$ cat src/rtl/core/ofw_pkg.sv
`timescale 1ns / 1ps
`default_nettype none
// ----------------------------------------------------------------------------
// Oscillator frequency word package
// Widths, limits, octave thresholds and pipeline types shared by the
// interfaces and the conversion pipeline.
// ----------------------------------------------------------------------------
package ofw_pkg;

    // Width of the requested frequency; valid for 27 to 32.
    localparam int FREQ_BITS   = 27;
    localparam int MODE_W      = 2;
    localparam int OCT_W       = 4;
    localparam int DAC_W       = 10;
    localparam int WORD_W      = 16;

    // Range of a valid request, both bounds inclusive.
    localparam int unsigned FREQ_MIN  = 32'd1039;
    localparam int unsigned FREQ_MAX  = 32'd68030000;

    // DAC code = DAC_BASE - ceil(DAC_SCALE * 2^(SCALE_SHIFT + octave) / f).
    localparam int DAC_BASE    = 2048;
    localparam int DAC_SCALE   = 2078;
    localparam int DAC_MAX     = 1023;
    localparam int SCALE_SHIFT = 10;

    // The quotient always stays below 2^QUO_W for an in-range request.
    localparam int QUO_W       = 12;
    // Rounded-up numerator: DAC_SCALE << 25 plus f - 1 stays below 2^38.
    localparam int NUM_W       = 38;

    // Capture stage, numerator stage, then one stage per quotient bit.
    localparam int STAGES      = 2 + QUO_W;

    localparam int N_LIMITS    = 15;

    // Exclusive upper limits of octaves 0 to 14; anything at or above the last is octave 15.
    localparam logic [31:0] OCT_LIMIT [N_LIMITS] = '{
        32'd2076,    32'd4152,    32'd8304,    32'd16610,   32'd33220,
        32'd66430,   32'd132900,  32'd265700,  32'd531400,  32'd1063000,
        32'd2126000, 32'd4252000, 32'd8503000, 32'd17010000, 32'd34010000
    };

    typedef logic [FREQ_BITS-1:0] t_freq;
    typedef logic [MODE_W-1:0]    t_mode;
    typedef logic [OCT_W-1:0]     t_oct;
    typedef logic [DAC_W-1:0]     t_dac;
    typedef logic [WORD_W-1:0]    t_word;
    typedef logic [NUM_W-1:0]     t_num;
    typedef logic [QUO_W-1:0]     t_quo;

    // Payload carried along the pipeline.
    typedef struct packed {
        t_freq freq;
        t_mode mode;
        logic  bad;
        t_oct  oct;
        t_num  num;
        t_freq rem;
        t_quo  quo;
    } t_stage;

    typedef struct packed {
        logic  status;
        t_word word;
        t_oct  oct;
        t_dac  dac;
    } t_result;

    // Octave: the first threshold that the frequency lies below.
    function automatic t_oct pick_octave(input t_freq f);
        t_oct oct;
        oct = OCT_W'(N_LIMITS);
        for (int k = N_LIMITS - 1; k >= 0; k--) begin
            if (32'(f) < OCT_LIMIT[k]) begin
                oct = OCT_W'(k);
            end
        end
        return oct;
    endfunction

endpackage
`default_nettype wire

$ cat src/rtl/core/ofw_req_if.sv
`timescale 1ns / 1ps
`default_nettype none
// ----------------------------------------------------------------------------
// Oscillator frequency request channel
// Valid/ready channel carrying a requested frequency and an output mode.
// ----------------------------------------------------------------------------
interface ofw_req_if;
    logic                 valid;
    logic                 ready;
    ofw_pkg::t_freq       frequency_hz;
    ofw_pkg::t_mode       output_mode;

    modport source (output valid, output frequency_hz, output output_mode, input ready);
    modport sink   (input valid, input frequency_hz, input output_mode, output ready);
endinterface
`default_nettype wire

$ cat src/rtl/core/ofw_rsp_if.sv
`timescale 1ns / 1ps
`default_nettype none
// ----------------------------------------------------------------------------
// Oscillator control word channel
// Valid/ready channel carrying the status, control word, octave and DAC code.
// ----------------------------------------------------------------------------
interface ofw_rsp_if;
    logic                 valid;
    logic                 ready;
    logic                 status;
    ofw_pkg::t_word       control_word;
    ofw_pkg::t_oct        octave;
    ofw_pkg::t_dac        dac_code;

    modport source (output valid, output status, output control_word, output octave,
                    output dac_code, input ready);
    modport sink   (input valid, input status, input control_word, input octave,
                    input dac_code, output ready);
endinterface
`default_nettype wire

$ cat src/rtl/core/oscillator_frequency_word.sv
// A result is offered from the output register after its request has passed
// the capture, numerator and twelve restoring-division stages, each of which
// settles one quotient bit. Throughput: one request per cycle unless stalled.
// Each stage keeps its item while the next is occupied and stalled, so
// bubbles are squeezed out and nothing is dropped or repeated.
// Reset (i_rst_n low, synchronous) empties every stage and the output register.
`timescale 1ns / 1ps
`default_nettype none
// ----------------------------------------------------------------------------
// Oscillator frequency word
// Converts a requested frequency in hertz and an output mode into the
// oscillator's 16-bit control word: octave, saturated DAC code and mode.
// ----------------------------------------------------------------------------
module oscillator_frequency_word (
    input  wire          i_clk,
    input  wire          i_rst_n,
    ofw_req_if.sink      i_req,
    ofw_rsp_if.source    o_rsp
);

    localparam int LAST = ofw_pkg::STAGES - 1;

    // One step of restoring division. The numerator is shifted left so that
    // the bit brought down always sits at the top of the quotient window, and
    // the new quotient bit enters at the bottom.
    function automatic ofw_pkg::t_stage div_step(input ofw_pkg::t_stage s);
        ofw_pkg::t_stage                  o;
        logic [ofw_pkg::FREQ_BITS:0]      trial;
        logic [ofw_pkg::FREQ_BITS:0]      diff;
        logic                             qbit;
        o     = s;
        trial = {s.rem, s.num[ofw_pkg::QUO_W-1]};
        diff  = trial - {1'b0, s.freq};
        qbit  = (trial >= {1'b0, s.freq});
        o.rem = qbit ? diff[ofw_pkg::FREQ_BITS-1:0] : trial[ofw_pkg::FREQ_BITS-1:0];
        o.num = {s.num[ofw_pkg::NUM_W-2:0], 1'b0};
        o.quo = {s.quo[ofw_pkg::QUO_W-2:0], qbit};
        return o;
    endfunction

    // Pipeline registers: stage 0 holds the captured request with its range
    // check and octave, stage 1 the rounded-up numerator, and stages 2 onwards
    // each settle one quotient bit, most significant first.
    logic [ofw_pkg::STAGES-1:0] r_v;
    ofw_pkg::t_stage            r_pl [ofw_pkg::STAGES];
    ofw_pkg::t_stage            n_pl [ofw_pkg::STAGES];
    logic [ofw_pkg::STAGES-1:0] w_load;
    logic                       w_move_last;

    logic                       r_out_v;
    ofw_pkg::t_result           r_out;
    ofw_pkg::t_result           n_out;

    // A stage takes a new item when it is empty or its own item moves on.
    always_comb begin
        w_move_last  = !r_out_v || o_rsp.ready;
        w_load[LAST] = !r_v[LAST] || w_move_last;
        for (int s = LAST - 1; s >= 0; s--) begin
            w_load[s] = !r_v[s] || w_load[s + 1];
        end
    end

    assign i_req.ready = w_load[0];

    // Stage payloads.
    always_comb begin
        logic [5:0] shamt;

        n_pl[0].freq = i_req.frequency_hz;
        n_pl[0].mode = i_req.output_mode;
        n_pl[0].bad  = (32'(i_req.frequency_hz) < ofw_pkg::FREQ_MIN) ||
                       (32'(i_req.frequency_hz) > ofw_pkg::FREQ_MAX);
        n_pl[0].oct  = ofw_pkg::pick_octave(i_req.frequency_hz);
        n_pl[0].num  = '0;
        n_pl[0].rem  = '0;
        n_pl[0].quo  = '0;

        // Adding f - 1 before dividing rounds the quotient up. The top part
        // of the numerator, above the quotient window, seeds the remainder.
        shamt        = 6'(ofw_pkg::SCALE_SHIFT) + 6'(r_pl[0].oct);
        n_pl[1]      = r_pl[0];
        n_pl[1].num  = (ofw_pkg::NUM_W'(ofw_pkg::DAC_SCALE) << shamt)
                     + ofw_pkg::NUM_W'(r_pl[0].freq) - ofw_pkg::NUM_W'(1);
        n_pl[1].rem  = ofw_pkg::FREQ_BITS'(n_pl[1].num >> ofw_pkg::QUO_W);
        n_pl[1].quo  = '0;

        for (int s = 2; s < ofw_pkg::STAGES; s++) begin
            n_pl[s] = div_step(r_pl[s - 1]);
        end
    end

    // Saturation of the DAC code and packing of the control word.
    always_comb begin
        logic [ofw_pkg::QUO_W-1:0] code;
        ofw_pkg::t_dac             dac;
        code = ofw_pkg::QUO_W'(ofw_pkg::DAC_BASE) - r_pl[LAST].quo;
        if (r_pl[LAST].quo > ofw_pkg::QUO_W'(ofw_pkg::DAC_BASE)) begin
            dac = '0;
        end else if (code > ofw_pkg::QUO_W'(ofw_pkg::DAC_MAX)) begin
            dac = ofw_pkg::DAC_W'(ofw_pkg::DAC_MAX);
        end else begin
            dac = code[ofw_pkg::DAC_W-1:0];
        end

        if (r_pl[LAST].bad) begin
            n_out.status = 1'b1;
            n_out.word   = '0;
            n_out.oct    = '0;
            n_out.dac    = '0;
        end else begin
            n_out.status = 1'b0;
            n_out.word   = {r_pl[LAST].oct, dac, r_pl[LAST].mode};
            n_out.oct    = r_pl[LAST].oct;
            n_out.dac    = dac;
        end
    end

    // Valid bits.
    always_ff @(posedge i_clk) begin
        if (!i_rst_n) begin
            r_v     <= '0;
            r_out_v <= 1'b0;
        end else begin
            if (w_load[0]) begin
                r_v[0] <= i_req.valid;
            end
            for (int s = 1; s < ofw_pkg::STAGES; s++) begin
                if (w_load[s]) begin
                    r_v[s] <= r_v[s - 1];
                end
            end
            if (w_move_last) begin
                r_out_v <= r_v[LAST];
            end
        end
    end

    // Payload registers need no reset.
    always_ff @(posedge i_clk) begin
        for (int s = 0; s < ofw_pkg::STAGES; s++) begin
            if (w_load[s]) begin
                r_pl[s] <= n_pl[s];
            end
        end
        if (w_move_last) begin
            r_out <= n_out;
        end
    end

    assign o_rsp.valid        = r_out_v;
    assign o_rsp.status       = r_out.status;
    assign o_rsp.control_word = r_out.word;
    assign o_rsp.octave       = r_out.oct;
    assign o_rsp.dac_code     = r_out.dac;

`ifndef SYNTHESIS
    // A rejected frequency leaves every result field at zero.
    a_bad_is_zero: assert property (@(posedge i_clk) disable iff (!i_rst_n)
        (o_rsp.valid && o_rsp.status) |->
        (o_rsp.control_word == '0 && o_rsp.octave == '0 && o_rsp.dac_code == '0))
        else $error("rejected request produced a non-zero result");

    // The packed word agrees with the separate octave and DAC fields.
    a_word_packing: assert property (@(posedge i_clk) disable iff (!i_rst_n)
        (o_rsp.valid && !o_rsp.status) |->
        (o_rsp.control_word[15:12] == o_rsp.octave &&
         o_rsp.control_word[11:2] == o_rsp.dac_code))
        else $error("control word does not match octave and DAC code");

    // Every request transaction lands in the capture stage.
    a_capture: assert property (@(posedge i_clk) disable iff (!i_rst_n)
        (i_req.valid && i_req.ready) |=> r_v[0])
        else $error("accepted request missing from the capture stage");

    // A finished item waiting behind a stalled output is kept.
    a_last_held: assert property (@(posedge i_clk) disable iff (!i_rst_n)
        (r_v[LAST] && !w_move_last) |=> (r_v[LAST] && $stable(r_pl[LAST])))
        else $error("last pipeline stage lost its item during a stall");
`endif

endmodule
`default_nettype wire
$ cat src/flat_wrapper.sv
// flat-port wrapper written by rule: the top's interface ports become plain ports
module oscillator_frequency_word_flat 
  (i_clk, i_rst_n, i_req_valid, i_req_frequency_hz, i_req_output_mode, i_req_ready, o_rsp_valid, o_rsp_status, o_rsp_control_word, o_rsp_octave, o_rsp_dac_code, o_rsp_ready);
  ofw_req_if i_req_i ();
  ofw_rsp_if o_rsp_i ();
  input  wire i_clk;
  input  wire i_rst_n;
  input wire logic [$bits(i_req_i.valid)-1:0] i_req_valid;
  input wire logic [$bits(i_req_i.frequency_hz)-1:0] i_req_frequency_hz;
  input wire logic [$bits(i_req_i.output_mode)-1:0] i_req_output_mode;
  output wire logic [$bits(i_req_i.ready)-1:0] i_req_ready;
  output wire logic [$bits(o_rsp_i.valid)-1:0] o_rsp_valid;
  output wire logic [$bits(o_rsp_i.status)-1:0] o_rsp_status;
  output wire logic [$bits(o_rsp_i.control_word)-1:0] o_rsp_control_word;
  output wire logic [$bits(o_rsp_i.octave)-1:0] o_rsp_octave;
  output wire logic [$bits(o_rsp_i.dac_code)-1:0] o_rsp_dac_code;
  input wire logic [$bits(o_rsp_i.ready)-1:0] o_rsp_ready;
  assign i_req_i.valid = i_req_valid;
  assign i_req_i.frequency_hz = i_req_frequency_hz;
  assign i_req_i.output_mode = i_req_output_mode;
  assign i_req_ready = i_req_i.ready;
  assign o_rsp_valid = o_rsp_i.valid;
  assign o_rsp_status = o_rsp_i.status;
  assign o_rsp_control_word = o_rsp_i.control_word;
  assign o_rsp_octave = o_rsp_i.octave;
  assign o_rsp_dac_code = o_rsp_i.dac_code;
  assign o_rsp_i.ready = o_rsp_ready;
  oscillator_frequency_word u_core (.i_clk(i_clk), .i_rst_n(i_rst_n), .i_req(i_req_i), .o_rsp(o_rsp_i));
endmodule
$ cat config.mk
export PLATFORM = sky130hd
export DESIGN_NAME = oscillator_frequency_word_flat
export DESIGN_NICKNAME = d
export VERILOG_FILES = /design/src/rtl/core/ofw_pkg.sv /design/src/rtl/core/ofw_req_if.sv /design/src/rtl/core/ofw_rsp_if.sv /design/src/rtl/core/oscillator_frequency_word.sv /design/src/flat_wrapper.sv
export SDC_FILE = /design/constraint.sdc
export NUM_CORES = 2
export LEC_CHECK = 0
export BUFFER_PORTS_ARGS = -buffer_cell sky130_fd_sc_hd__buf_2
export CAP_MARGIN = 20
export CORE_ASPECT_RATIO = 0.5
export CORE_MARGIN = 2
export CORE_UTILIZATION = 69
export CTS_BUF_LIST = sky130_fd_sc_hd__clkbuf_4 sky130_fd_sc_hd__clkbuf_8 sky130_fd_sc_hd__clkbuf_16
export DETAILED_ROUTE_END_ITERATION = 10
export HOLD_SLACK_MARGIN = 0.03
export PLACE_DENSITY = 0.86
export RECOVER_POWER = 100
export SETUP_SLACK_MARGIN = 0.02
export SYNTH_ARGS = -nofsm -noshare
export SYNTH_HDL_FRONTEND = slang
export SYNTH_SLANG_ARGS = --single-unit
$ cat constraint.sdc
create_clock -name i_clk -period 7.8 [get_ports i_clk]
set_clock_uncertainty 0.1 [all_clocks]
set_input_delay 1.17 -clock i_clk [delete_from_list [all_inputs] [get_ports i_clk]]
set_output_delay 1.17 -clock i_clk [all_outputs]
set_load 0.05 [all_outputs]
==> metrics.sh <==
DIE_WIDTH_MICRONS=393
POST_SYNTH.CELL_AREA_AVG_SQ_UM=11.2
DETAIL-ROUTE-ANTENNA-NETS=0
DRT_WL_TOTAL_MM=111
HOLD_VIOL=0
YOSYSSEQAREASHARE_PCT=54.8
MULTIINPUTGATEAREA_SQ_MM=0.0210
DESIGN.FINAL.NETS=5150
RSZ0062_AT_GRT='false'
NUM_ROWS=71
CLOCK_LATENCY_NS=0.68
VIOLATIONS_IN_THE_FINAL_REPORTS='capacitance limit, slew limit'
SYNTH_AREA_LEADER_CELL='edfxtp_1'
POWER.LEAKAGE_uW=0.0237
ASYNC_RESET_FF_SHARE_PCT=0
SLEW_VIOL_FINAL=1237
MAX_FREQ_MHz=154
FINAL_CELL_AREA_EXCLUDING_FILLER_CELLS_SQ_MM=0.0561
YOSYS-TOP-CELLS-COUNT='edfxtp_1 (945), inv_1 (547), ha_1 (390)'
PATH_MAX_FANOUT=23
POSTSYNTHCELLCOUNT=4657
LARGEST_CELLS_BY_AREA_AFTER_SYNTHESIS='edfxtp_1 (54%), ha_1 (9.3%), inv_1 (3.9%), a21oi_1 (3.5%), xnor2_1 (2.5%)'
TOTAL_POWER_CONSUMPTION_OF_THE_ROUTED_DESIGN_uW=22500
GR-TOTAL-OVERFLOW=0
POSTCTSSETUPBUFFERS=0
FIRST_ITER_VIOLATIONS=2915
FIRSTDRTPASSITERS=6
CRITICAL_PATH_ARRIVAL_NS=6.84
AVGVIACOUNTPERCELL=6.14
SYNTH_TOP_CELL_AREA_SHARE_PCT=54.2
GLOBALPLACE.CONGESTION=0.979
POST-SYNTH-TOP-COUNT-CELL='edfxtp_1'
CORE_AREA_SQ_MM=0.0751
TIGHTEST_SLEW_NS=3.84
IOS=66
WORST_SETUP_PATH_END_KIND='flop'
GRT_PASS1_VIAS=34680
POST_ROUTE_CELLS_DRIVE_ABOVE_1_SHARE_PCT=4.94
YS_SEQ_ELEMENTS=960
YS_WARN_COUNT=0
MAX-VDD-IR-DROP_V=0.000212
SYNTH_FP_NETS=5092
WORSTSETUPPATHTYPE='flop to flop'
CRITICAL_PATH.STARTPOINT_TYPE='flop'
POWER_PER_CELL_AREA_mW_PER_MM2=402
HALF_PERIMETER_WIRE_LENGTH_AFTER_DETAILED_PLACEMENT_MM=79.9
CLK_PATH_BUF_DEPTH=3
CTS.CLK_SLEW.WORST_PATHS_NS=0.07
FINAL-SETUP-VIOL-COUNT=0
HEADROOM_TO_THE_MAX_SLEW_LIMIT_PCT=-156
CELL_AREA_REPORTED_AFTER_DETAILED_PLACEMENT_SQ_MM=0.0536
DIEAREA_SQ_MM=0.0782
NUMPORTBUFFERS=65
ANTENNA_FOUND_INITIAL=0
HOLD_PATH_CLASS='flop to flop'
MAXCAPVIOLCOUNT=21
SYN-CELL-AREA_SQ_MM=0.0523
YOSYSUNIQUECELLTYPES=90
HOLDBUFCOUNTCTS=0
NUMCLOCKSINKS=960
REGISTER_AREA_SQ_MM=0.0287
CTS_INSERTED_BUFFERS=82
FINALCRITICALPERIOD_NS=6.51
FIN_CRIT_SH_PCT=83.4
H_TREE_DEPTH_REPORTED_BY_CTS=3
GRT_FIRST_PASS_WIRELENGTH_MM=177
GRT_START_MAX_NET_PINS=75
DRC=0
POST_DR_WIRELENGTH_CELL_MICRONS=19.1
SYNTH_FF_TYPE='edfxtp_1'
DATA_REQUIRED_CRITICAL_PATH_NS=8.13
OVERALL_GLOBAL_ROUTING_RESOURCE_USAGE_PCT=28.3
CTSRESIZECOUNT=0
SYN_TO_FINAL_GROWTH_PCT=7.26
FINALSETUPTNS_NS=0
FILLERS=4720
SYNTH_ENABLE_FLOP_CELLS=945
OUTCOME='complete, but fails checks'
START_UTIL_PCT=69.7
DIE-HEIGHT_MICRONS=199
CTS-ROOT-BUF='clkbuf_16'
ROUTED-VIA-COUNT=35627
TRITONCTS='yes'
[stage by stage]
step / hold slack [ns] / setup slack (ns) / utilization [%] / instances
floorplan: 0.300 / 2.36 / - / 4657
global placement: 0.302 / 1.82 / 71.4 / 5652
detailed placement: 0.305 / 1.71 / 71.4 / 5652
CTS: 0.303 / 1.62 / 75.1 / 5799
global route: 0.317 / 0.970 / 74.8 / 5800
finish: 0.301 / 1.29 / 74.8 / 5801
[report_power, final]
part           total, uW  switching [uW]  internal (uW)
Clock               4260            1850           2410
Sequential          8470             795           7670
Combinational       9820            5710           4100
Total              22500            8360          14200
[cells by family after synthesis]
group	after synthesis	synth area share, %
AND/OR/NAND/NOR	1121	10.1
XOR/XNOR	256	4.29
buffers and inverters	661	5.00
multiplexers	77	1.67
flip-flops	960	54.8
AO/OA/AOI/OAI	1180	14.3
adder cells (fa/ha/maj)	402	9.79
[flip-flops by register name, indices dropped and copies added, names as in the netlist]
name / flops
u_core.o_rsp.valid: 1
u_core.o_rsp.status: 1
u_core.o_rsp.dac_code: 9
u_core.r_pl: 928
u_core.r_v: 14
u_core.o_rsp.control_word: 3
u_core.o_rsp.octave: 4
[routing by layer]
layer | up-vias | global-route usage [%] | routed length [microns]
li1 | 17047 | - | -
met1 | 16837 | 34.8 | 44900
met2 | 1402 | 49.6 | 53800
met3 | 341 | 3.77 | 6030
met4 | 0 | 14.5 | 5950
met5 | - | 0 | 0
[area by class of cell]
cell class,count,area share (%)
Timing Repair Buffer,86,0.598
Sequential cell,960,51.1
Multi-Input combinational cell,3036,37.4
Tap cell,1022,2.28
Inverter,549,3.67
Antenna cell,1,0.00446
Clock buffer,101,3.98
Clock inverter,46,0.974
[placed cells by master (no fill, tap or decap), drive strengths merged, types with 14 or more instances in the layout]
| cell type | instances |
|---|---|
| a31oi | 42 |
| nand2b | 55 |
| clkinv | 35 |
| nor2 | 284 |
| ha | 390 |
| xnor2 | 152 |
| nor3 | 82 |
| o31ai | 49 |
| clkbuf | 181 |
| a21o | 156 |
| o211ai | 22 |
| or2 | 19 |
| nand4 | 49 |
| or3 | 25 |
| dfxtp | 15 |
| mux2 | 66 |
| a211oi | 38 |
| o21ai | 255 |
| nand2 | 343 |
| and3 | 36 |
| o21a | 67 |
| a21oi | 373 |
| nand3 | 98 |
| o21bai | 33 |
| and2 | 20 |
| inv | 547 |
| xor2 | 104 |
| a21boi | 19 |
| nor2b | 62 |
| nor4 | 14 |
| edfxtp | 945 |
[final timing paths]
kind                                          start                   to  slack, ns  cells after the start
worst max-delay path            u_core.r_pl[0][306]  u_core.r_pl[0][348]       1.29                     13
worst min-delay path            u_core.r_pl[0][379]  u_core.r_pl[0][491]       0.30                      0
worst max register to register  u_core.r_pl[0][306]  u_core.r_pl[0][348]       1.29                     13
worst min register to register  u_core.r_pl[0][379]  u_core.r_pl[0][491]       0.30                      0
[critical path: stages, from the launching register on]
cell and delay (ns):
edfxtp_1 0.43, ha_1 0.25, fa_1 0.43, nor2b_1 0.19
o21ai_0 0.12, a21oi_1 0.19, o21ai_0 0.17, a2111oi_0 0.42
clkbuf_1 0.25, nor3_1 0.11, o31ai_1 1.64, clkbuf_1 0.83
inv_1 0.60, o31ai_1 0.53
(Power assumes the default switching activity.)
